[config.mk]
export PLATFORM = sky130hd
export DESIGN_NAME = lap_edge_queue
export DESIGN_NICKNAME = d
export VERILOG_FILES = /design/src/rtl/lap_edge_pkg.sv /design/src/rtl/lap_edge_queue.sv
export SDC_FILE = /design/constraint.sdc
export NUM_CORES = 1
export LEC_CHECK = 0
export ABC_AREA = 0
export BUFFER_PORTS_ARGS = -buffer_cell sky130_fd_sc_hd__clkbuf_2
export CAP_MARGIN = 25
export CORE_ASPECT_RATIO = 1.25
export CORE_MARGIN = 2
export CORE_UTILIZATION = 57
export DETAILED_ROUTE_END_ITERATION = 12
export PLACE_DENSITY = 0.85
export SYNTH_ARGS = -nofsm -noshare
export SYNTH_HDL_FRONTEND = slang
export SYNTH_SLANG_ARGS = --single-unit
export TNS_END_PERCENT = 10
[constraint.sdc]
create_clock -name clk -period 7.44 [get_ports clk]
set_input_delay 0.372 -clock clk [delete_from_list [all_inputs] [get_ports clk]]
set_output_delay 0.372 -clock clk [all_outputs]
set_load 0.02 [all_outputs]
[src/rtl/lap_edge_pkg.sv]
package lap_edge_pkg;

  // Line store geometry.
  localparam int MAX_LINE_WIDTH = 2048;
  localparam int COL_W          = $clog2(MAX_LINE_WIDTH);
  localparam int ROW_W          = 12;

  // Configuration register widths and limits.
  localparam int WIDTH_REG_W  = 12;
  localparam int HEIGHT_REG_W = 13;
  localparam int DIM_MIN      = 3;
  localparam int HEIGHT_MAX   = 4096;
  localparam int CFG_IDX_W    = 2;
  localparam int CFG_DATA_W   = 13;

  localparam logic [CFG_IDX_W-1:0] REG_IMAGE_WIDTH  = 2'd0;
  localparam logic [CFG_IDX_W-1:0] REG_IMAGE_HEIGHT = 2'd1;

  localparam logic [WIDTH_REG_W-1:0]  WIDTH_RESET  = 12'd640;
  localparam logic [HEIGHT_REG_W-1:0] HEIGHT_RESET = 13'd480;

  // Queue between the window front end and the filter back end.
  localparam int QUEUE_DEPTH = 4;
  localparam int QPTR_W      = $clog2(QUEUE_DEPTH);
  localparam int QLVL_W      = $clog2(QUEUE_DEPTH + 1);

  // Kernel arithmetic.
  localparam int          PIX_W    = 8;
  localparam int          SUM_W    = 11;
  localparam logic [10:0] PIX_MAX  = 11'd255;
  localparam int          NUM_TAPS = 9;
  localparam int          CENTRE   = 4;

  // One RGB pixel, red in the lowest byte.
  typedef struct packed {
    logic [PIX_W-1:0] blue;
    logic [PIX_W-1:0] green;
    logic [PIX_W-1:0] red;
  } pixel_t;

  // A complete 3x3 window with the coordinates of its centre.
  // Taps 0..2 are the oldest column, 6..8 the newest, each top to bottom.
  typedef struct packed {
    logic                      frame_done;
    logic [ROW_W-1:0]          y;
    logic [COL_W-1:0]          x;
    pixel_t [NUM_TAPS-1:0]     win;
  } win_item_t;

endpackage

[src/rtl/lap_edge_queue.sv]
module lap_edge_queue import lap_edge_pkg::*; (
  input  logic              clk,
  input  logic              rst_n,
  input  logic              push,
  input  win_item_t         push_item,
  input  logic              pop,
  output logic              head_valid,
  output win_item_t         head_item,
  output logic [QLVL_W-1:0] level
);

  win_item_t         mem_r [QUEUE_DEPTH];
  logic [QPTR_W-1:0] wr_ptr_r;
  logic [QPTR_W-1:0] rd_ptr_r;
  logic [QLVL_W-1:0] count_r;
  logic              do_pop;

  assign do_pop = pop && (count_r != '0);

  // The front end never pushes into a full queue, as it holds back requests.
  always_ff @(posedge clk) begin
    if (push) begin
      mem_r[wr_ptr_r] <= push_item;
    end
  end

  always_ff @(posedge clk) begin
    if (!rst_n) begin
      wr_ptr_r <= '0;
      rd_ptr_r <= '0;
      count_r  <= '0;
    end else begin
      if (push) begin
        wr_ptr_r <= wr_ptr_r + QPTR_W'(1);
      end
      if (do_pop) begin
        rd_ptr_r <= rd_ptr_r + QPTR_W'(1);
      end
      count_r <= count_r + QLVL_W'(push) - QLVL_W'(do_pop);
    end
  end

  assign head_valid = (count_r != '0);
  assign head_item  = mem_r[rd_ptr_r];
  assign level      = count_r;

endmodule

==> results.py <==
metrics = {
    "critical_path": {
        "crit_required_ns": 7.07,
        "critPathKind": "register to output port",
        "rr_endpoint": "mem_r[0][74]",
        "arrival_ns": 3.27,
        "crit_fanout": 65,
        "cp-endpoint": "head_item[182]",
        "reg2reg_depth": 4,
        "r2r_setup_slack_ns": 4.63,
        "reg2reg_from": "wr_ptr_r[0]",
        "worst_setup_path_end_kind": "output port",
        "worst_setup_path_start_kind": "register",
    },
    "flow_run": {
        "drv_cap": 0,
    },
    "clock_network": {
        "cts_tree": "done",
        "clk_latency_ns": 0.64,
        "cts_sinks": 969,
        "cts_resized": 0,
        "clk_pin_slew_ns": 0.07,
        "cts-root-buf": "clkbuf_16",
        "clock_path_buffers": 3,
        "htreeDepth": 3,
        "numCtsBuffers": 86,
    },
    "synthesis": {
        "synth_top_family_by_area": "multiplexers",
        "yosysWarnings": 0,
        "synth_flop_cell": "edfxtp_1",
        "async_flop_share": 0,
        "synth_compound_area_frac": 0.000499,
        "syn_area_per_cell_um2": 27.0,
        "synth-edff-count": 960,
        "synthTopCellsByArea": "edfxtp_1, mux4_2, buf_6",
        "synth_adder_area_share": 0.00271,
        "netlist_area_mm2": 0.0351,
        "yosysTopAreaCell": "edfxtp_1",
        "synth-simple-area-share": 0.00235,
        "netlist_top_cells_count": "edfxtp_1, mux4_2, buf_2, buf_6, dfxtp_1",
        "ys_seq_elements": 969,
        "syn_inst": 1298,
        "yosysTopAreaCellShare": 0.821,
        "synthDistinctLibCells": 19,
        "synth_seq_area_share": 0.826,
        "synth_xor_area_frac": 0.000891,
        "syn_nets": 1549,
        "synthMuxAreaShare": 0.155,
        "synth_most_common_cell": "edfxtp_1",
    },
    "global_route": {
        "grt_pass1_vias": 19100,
        "grt_start_max_net_pins": 126,
        "antenna_found_initial": 5,
        "grt_pass1_wl_um": 124000,
        "grt-ovfl-total": 0,
        "grt_usage": 0.269,
    },
    "sta": {
        "finalMaxSlewViolations": 0,
        "period_share": 0.490,
        "finalHoldViolCount": 0,
        "maxSlewHeadroom": 0.335,
        "period_needed_ns": 3.64,
        "rsz0062_at_grt": "no",
        "tightestPinTransition_ns": 0.998,
        "setup_viol": 0,
        "finalSetupTns_ns": 0,
        "finClkSkew_ns": 0.0344,
        "clock.fmax_mhz": 274,
        "final.setup.worst_slack_ns": 3.80,
    },
    "floorplanning": {
        "pin_count": 488,
        "core_mm2": 0.0608,
        "die_y_um": 281,
        "die_w_um": 226,
        "rows": 101,
        "die_area_mm2": 0.0636,
        "initial_utilization": 0.578,
    },
    "pwr": {
        "p_clk_frac": 0.329,
        "internal-power_uw": 9990,
        "power.density_mw_per_mm2": 315,
        "pwr-share-comb": 0.203,
        "p_leak_uw": 0.0148,
        "switchingPower_uw": 3750,
        "vdd_drop_max_mv": 0.328,
        "power_frac_seq": 0.467,
        "p_sw_frac": 0.273,
    },
    "routing": {
        "via_count": 17700,
        "drcViolationCount": 0,
        "wl_per_cell_um": 28.6,
        "postRouteAntennaNets": 0,
        "wirelength_um": 84900,
        "drt-pass1-iter-count": 5,
        "drt_iter0_markers": 1839,
        "viasPerCell": 5.96,
    },
    "placed_design": {
        "gp_congestion": 0.773,
        "pre_cts_ws_ns": 4.57,
        "dp_hpwl_um": 44000,
        "portBuffers": 487,
    },
    "finish": {
        "syn_to_final_growth_pct": 24.4,
        "nNetsFinal": 2324,
        "layout-drive-gt1-share": 0.408,
    },
    "outcome": {
        "status": "finished clean",
    },
    "min_path": {
        "min_path_type": "primary input to register",
    },
}
==> timing repair <==
action,4_1_cts,5_1_grt
buffers inserted,0,0
endpoints found under the hold margin,960,0
hold buffers,240,0
==> cell type report <==
| class | count | area (µm²) |
|---|---|---|
| clock inverter | 53 | 577 |
| timing repair buffer | 741 | 5050 |
| antenna | 7 | 17.5 |
| inverter | 6 | 22.5 |
| sequential | 969 | 29000 |
| clock buffer | 102 | 2270 |
| fill | 3218 | 17100 |
| tap | 824 | 1030 |
| multi-input combinational | 269 | 5680 |
==> metal layers <==
layer,global-route usage,vias up,wire length (µm)
met5,0,-,0
met3,0.0569,204,6730
met1,0.318,9257,28600
met2,0.481,1037,46100
li1,-,7211,-
met4,0.111,0,3510
==> state kept, by name, summed over array words and instances, names as in the netlist, named ones only <==
signal,cells
level,3
wr_ptr_r,2
rd_ptr_r,2
mem_r,960
==> cell families (layout without fill, tap and decap cells) <==
kind of cell	after synthesis	after routing
compound gates	2	2
xor+xnor	2	2
fa+ha+maj	7	7
buf+inv	60	902
flops	969	969
mux	244	244
other cells	0	7
simple gates	14	14
==> power by group through the flow <==
stage / clock, µW / sequential [µW] / combinational (µW)
after global routing: 4750 / 6440 / 2930
after detailed placement: 0 / 6520 / 2620
after floorplan: 0 / 6510 / 1870
after global placement: 0 / 6500 / 2570
final: 4530 / 6420 / 2790
after CTS: 4530 / 6420 / 2770
==> metrics by stage <==
stage          instance area [µm²]  cells  hold WS (ns)  power [µW]   util
5_1_grt                      43700   2969        0.0900       14100  0.718
4_1_cts                      43600   2963        0.0512       13700  0.718
3_5_place_dp                 38400   2568         0.504        9140  0.631
3_3_place_gp                 38400   2568         0.452        9070  0.631
6_report                     43700   2971         0.109       13700  0.718
2_1_floorplan                35100   1298         0.449        8380      -
==> how the worst min path moves through the flow <==
stage                     start           to  cells past startpoint  slack, ns
floorplan           rd_ptr_r[1]     register                      2       0.45
global placement    rd_ptr_r[1]     register                      2       0.45
detailed placement  rd_ptr_r[0]  rd_ptr_r[0]                      2       0.50
CTS                       rst_n     level[1]                      2       0.05
global route              rst_n     level[2]                      2       0.09
finish                    rst_n     level[0]                      2       0.11
==> layout by cell type, fill, tap and decap left out, types with 7 or more instances in the layout <==
cell type	n
clkbuf_1	11
edfxtp_1	960
diode_2	7
mux4_2	240
clkbuf_2	487
dlygate4sd3_1	240
bufinv_16	10
buf_12	7
clkinv_1	18
clkbuf_16	87
clkinv_2	15
dfxtp_1	7
==> critical path, cell delays in order (launching register included) <==
cell and delay, ns:
dfxtp_4 0.98, buf_4 0.81, mux4_2 0.46, clkbuf_2 0.20
No activity file was read; power rests on OpenSTA's default activity.
