## config.mk

```make
export PLATFORM = sky130hd
export DESIGN_NAME = lap_edge_back
export DESIGN_NICKNAME = d
export VERILOG_FILES = /design/src/rtl/lap_edge_pkg.sv /design/src/rtl/lap_edge_back.sv
export SDC_FILE = /design/constraint.sdc
export NUM_CORES = 1
export LEC_CHECK = 0
export BUFFER_PORTS_ARGS = -buffer_cell sky130_fd_sc_hd__buf_2
export CAP_MARGIN = 20
export CORE_MARGIN = 2
export CORE_UTILIZATION = 35
export DETAILED_ROUTE_END_ITERATION = 8
export PLACE_DENSITY_LB_ADDON = 0.15
export RECOVER_POWER = 100
export SYNTH_ARGS = -nofsm -noshare
export SYNTH_HDL_FRONTEND = slang
export SYNTH_SLANG_ARGS = --single-unit
```

## constraint.sdc

```tcl
create_clock -name clk -period 14.6 [get_ports clk]
set_input_delay 2.92 -clock clk [delete_from_list [all_inputs] [get_ports clk]]
set_output_delay 2.92 -clock clk [all_outputs]
set_load 0.05 [all_outputs]
```

## src/rtl/lap_edge_pkg.sv

```systemverilog
package lap_edge_pkg;

  // Line store geometry.
  localparam int MAX_LINE_WIDTH = 2048;
  localparam int COL_W          = $clog2(MAX_LINE_WIDTH);
  localparam int ROW_W          = 12;

  // Configuration register widths and limits.
  localparam int WIDTH_REG_W  = 12;
  localparam int HEIGHT_REG_W = 13;
  localparam int DIM_MIN      = 3;
  localparam int HEIGHT_MAX   = 4096;
  localparam int CFG_IDX_W    = 2;
  localparam int CFG_DATA_W   = 13;

  localparam logic [CFG_IDX_W-1:0] REG_IMAGE_WIDTH  = 2'd0;
  localparam logic [CFG_IDX_W-1:0] REG_IMAGE_HEIGHT = 2'd1;

  localparam logic [WIDTH_REG_W-1:0]  WIDTH_RESET  = 12'd640;
  localparam logic [HEIGHT_REG_W-1:0] HEIGHT_RESET = 13'd480;

  // Queue between the window front end and the filter back end.
  localparam int QUEUE_DEPTH = 4;
  localparam int QPTR_W      = $clog2(QUEUE_DEPTH);
  localparam int QLVL_W      = $clog2(QUEUE_DEPTH + 1);

  // Kernel arithmetic.
  localparam int          PIX_W    = 8;
  localparam int          SUM_W    = 11;
  localparam logic [10:0] PIX_MAX  = 11'd255;
  localparam int          NUM_TAPS = 9;
  localparam int          CENTRE   = 4;

  // One RGB pixel, red in the lowest byte.
  typedef struct packed {
    logic [PIX_W-1:0] blue;
    logic [PIX_W-1:0] green;
    logic [PIX_W-1:0] red;
  } pixel_t;

  // A complete 3x3 window with the coordinates of its centre.
  // Taps 0..2 are the oldest column, 6..8 the newest, each top to bottom.
  typedef struct packed {
    logic                      frame_done;
    logic [ROW_W-1:0]          y;
    logic [COL_W-1:0]          x;
    pixel_t [NUM_TAPS-1:0]     win;
  } win_item_t;

endpackage

```

## src/rtl/lap_edge_back.sv

```systemverilog
module lap_edge_back import lap_edge_pkg::*; (
  input  logic             clk,
  input  logic             rst_n,
  input  logic             head_valid,
  input  win_item_t        head_item,
  output logic             pop,
  output logic             out_valid,
  input  logic             out_ready,
  output logic [COL_W-1:0] out_x,
  output logic [ROW_W-1:0] out_y,
  output pixel_t           out_pix,
  output logic             out_done
);

  logic [NUM_TAPS-1:0][PIX_W-1:0] red_taps;
  logic [NUM_TAPS-1:0][PIX_W-1:0] green_taps;
  logic [NUM_TAPS-1:0][PIX_W-1:0] blue_taps;
  pixel_t                         result;

  logic             out_valid_r;
  logic [COL_W-1:0] out_x_r;
  logic [ROW_W-1:0] out_y_r;
  pixel_t           out_pix_r;
  logic             out_done_r;

  // Eight times the centre minus the eight neighbours, clamped to 0..255.
  function automatic logic [PIX_W-1:0] laplace(input logic [NUM_TAPS-1:0][PIX_W-1:0] v);
    logic [SUM_W-1:0] nsum;
    logic [SUM_W-1:0] ctr;
    logic [SUM_W-1:0] diff;
    logic [PIX_W-1:0] res;
    nsum = '0;
    for (int i = 0; i < NUM_TAPS; i++) begin
      if (i != CENTRE) begin
        nsum = nsum + SUM_W'(v[i]);
      end
    end
    ctr  = {v[CENTRE], 3'b000};
    diff = ctr - nsum;
    if (ctr <= nsum) begin
      res = '0;
    end else if (diff >= PIX_MAX) begin
      res = PIX_MAX[PIX_W-1:0];
    end else begin
      res = diff[PIX_W-1:0];
    end
    return res;
  endfunction

  // Split the window into its three colour planes.
  always_comb begin
    for (int i = 0; i < NUM_TAPS; i++) begin
      red_taps[i]   = head_item.win[i].red;
      green_taps[i] = head_item.win[i].green;
      blue_taps[i]  = head_item.win[i].blue;
    end
  end

  assign result.red   = laplace(red_taps);
  assign result.green = laplace(green_taps);
  assign result.blue  = laplace(blue_taps);

  // The output register takes a new result whenever it is empty or being drained.
  assign pop = head_valid && (!out_valid_r || out_ready);

  always_ff @(posedge clk) begin
    if (!rst_n) begin
      out_valid_r <= 1'b0;
    end else if (pop) begin
      out_valid_r <= 1'b1;
    end else if (out_ready) begin
      out_valid_r <= 1'b0;
    end
  end

  always_ff @(posedge clk) begin
    if (pop) begin
      out_x_r    <= head_item.x;
      out_y_r    <= head_item.y;
      out_pix_r  <= result;
      out_done_r <= head_item.frame_done;
    end
  end

  assign out_valid = out_valid_r;
  assign out_x     = out_x_r;
  assign out_y     = out_y_r;
  assign out_pix   = out_pix_r;
  assign out_done  = out_done_r;

endmodule

```

==> impl_metrics.ini <==
[run_status]
outcome = finished with violations
violations = capacitance limit, slew limit

[global_route]
groute.usage.overall = 0.1356
grt_pass1_wl_mm = 26.59
groute.layer.met1.usage = 0.1759
grt_util_met3 = 0.03232
grt_pass1_vias = 5964
pin_count_of_the_biggest_net_entering_global_routing = 49
routing_layer_with_the_top_usage_in_global_route = met2
grt_util_met2 = 0.2360
antenna_found_initial = 0
grt_overflow_total = 0

[timing]
rsz0062_at_grt = false
post-route-period-util = 0.6262
fmax_mhz = 109.4
finalSetupViolCount = 0
final.min_clock_period_ps = 9142
slew_violations = 58
timing_worst_slew_pin_value_ps = 2553
tns_ps = 0
timing_hold_violations_final = 0
slew-limit-headroom = -0.7021
fin_skew_ps = 4.082

[detailed_routing]
dr.pass1.iters = 4
post-route-drc-count = 0
first_drt_iteration_drcs = 185
ant_nets = 0
route.vias.total = 5933
detail_route.vias_per_cell = 4.334
drt-wirelength-per-cell_um = 11.47
postRouteWirelength_mm = 15.70

[clocking]
ctsHoldBuffers = 0
cts_repair_resize_count = 0
tritoncts_num_sinks = 49
clock_tree.root_cell = clkbuf_16
cts-buffers-inserted = 5
clock_tree_from_tritoncts = built
cts.reportedPaths.clkPinSlew_ps = 60
clock_insertion_delay_worst_skew_ps = 280
ctsLongestPathBuffers = 2
postCtsSetupBuffers = 0
clock_tree.htree_level_count = 2

[setup_path]
worstPathCellList = buf_2 -> inv_1 -> fa_1 -> inv_1 -> fa_1 -> fa_1 -> fa_1 -> ha_1 -> fa_1 -> a21o_1 -> a21oi_1 -> o21bai_1 -> a21oi_1 -> xor2_1 -> ha_1 -> nand2_1 -> o21ai_0 -> nor2_1 -> o31ai_2 -> a2111oi_0 -> a21oi_1
cp_data_required_time_ps = 14550
rr_worst_depth = 3
cpMaxStageDelayCell = a2111oi_0
max_stage_delay_ps = 1440
worstPathArrival_ps = 9090
cp_common_cell = fa_1
timing.critical_path.from_type = input pin
crit_type = input pin to flip-flop
worstSetupEndpointType = flip-flop
critical_path_peak_fanout = 8

[synth]
synth.cell_area_mm2 = 0.007797
netlist.area_leader.share = 0.3620
synthesis.instances = 787
synth-seq-cells = 49
synth.top_cells.by_count = inv_1, fa_1, ha_1
synth_nets = 1235
synth-seq-area-share = 0.1874
synthMostInstantiatedCell = inv_1
yosys_warnings = 0
yosys-top-cells-area = fa_1, edfxtp_1, inv_1
synth.largest_area_cell = fa_1
async_reset_ff_frac = 0
synth.lib_cells_used.distinct = 52
synth_enable_flop_cells = 48
synth_area_per_cell_um2 = 9.908
ys_dominant_reg_cell = edfxtp_1

[floorplan]
chipWidth_um = 153.3
core_area_mm2 = 0.02182
starting_density = 0.3573
die_h_um = 153.3
placementRows = 54
die_area_mm2 = 0.02349
num_io_pins = 294

[layout]
num-nets-final = 1536
relative_area_change_from_synthesis_to_final_layout_pct = 24.13
antenna_cells = 0
utilization = 0.4435
drive_gt1_frac = 0.2351

[placement]
hpwlAfterDp_mm = 14.59
finalWeightedCongestion = 0.8218
buffer_ports.inserted = 293

[job]
cap_violations = 2

[min_path]
worstHoldPathType = flip-flop to flip-flop
min_path_cells = 2
-- kinds of logic (layout without fill, tap and decap cells) --
group                    count (synthesis)  in the layout  share of synthesized area
buffers and inverters                  293            595                     0.1410
AO/OA/AOI/OAI                          114            114                    0.09740
AND/OR/NAND/NOR                         83             83                    0.06082
adder cells (fa/ha/maj)                204            204                     0.4631
flip-flops                              49             49                     0.1874
XOR/XNOR                                43             43                    0.04830
multiplexers                             1              1                   0.001925
-- metal layers --
layer	up-vias	part of all wire
met2	179	0.49
met3	8	0.079
met4	0	0.0061
met1	2748	0.43
met5	-	0
li1	2998	-
-- metrics by stage --
step                setup slack [ps]  hold WS (ps)  area, um2  std cells
detailed placement              5903         663.8       9629       1361
global route                    4820         702.5       9679       1369
CTS                             6209         673.9       9773       1369
finish                          5458         674.7       9679       1369
floorplan                       5924         867.4       7797        787
global placement                6013         656.9       9629       1361
-- flip-flops by register name, indices dropped and copies added, names as in the netlist --
register,flops
out_y,12
out_valid,1
out_done,1
out_pix,24
out_x,11
-- final cells by class --
cell class / count / area [um2]
clock inverters: 2 / 15.01
multi-input cells: 445 / 5220
inverters: 293 / 1100
well taps: 280 / 350.3
clock buffers: 6 / 128.9
fillers: 2200 / 12140
flip-flops and latches: 49 / 1461
repair buffers: 294 / 1404
-- layout by cell type (no fill, tap or decap), types with 15 or more instances in the layout --
| master | n |
|---|---|
| inv_1 | 292 |
| buf_2 | 240 |
| fa_1 | 141 |
| ha_1 | 63 |
| clkbuf_1 | 55 |
| edfxtp_1 | 48 |
| a21oi_1 | 46 |
| xor2_1 | 23 |
| nor2_1 | 21 |
| xnor2_1 | 20 |
| nand2_1 | 15 |
-- critical path, delay by kind of cell --
family                     cells  cell delay [ps]
xor gates and xnor gates       1              180
and+or+nand+nor                2              280
buffers and inverters          3              160
AOI/OAI and AO/OA              8             2560
adders and majority gates      7             2970
-- final timing paths --
| check | startpoint | to | slack [ps] |
|---|---|---|---|
| worst min-delay path | out_valid | out_valid | 670 |
| worst min register to register | out_valid | out_valid | 670 |
| worst max register to register | out_valid | out_pix[10] | 11750 |
| worst max-delay path | head_item[82] | out_pix[15] | 5460 |
Power is not shown: default switching activity piles up to over one toggle a cycle in this logic, so the estimate is an artifact.
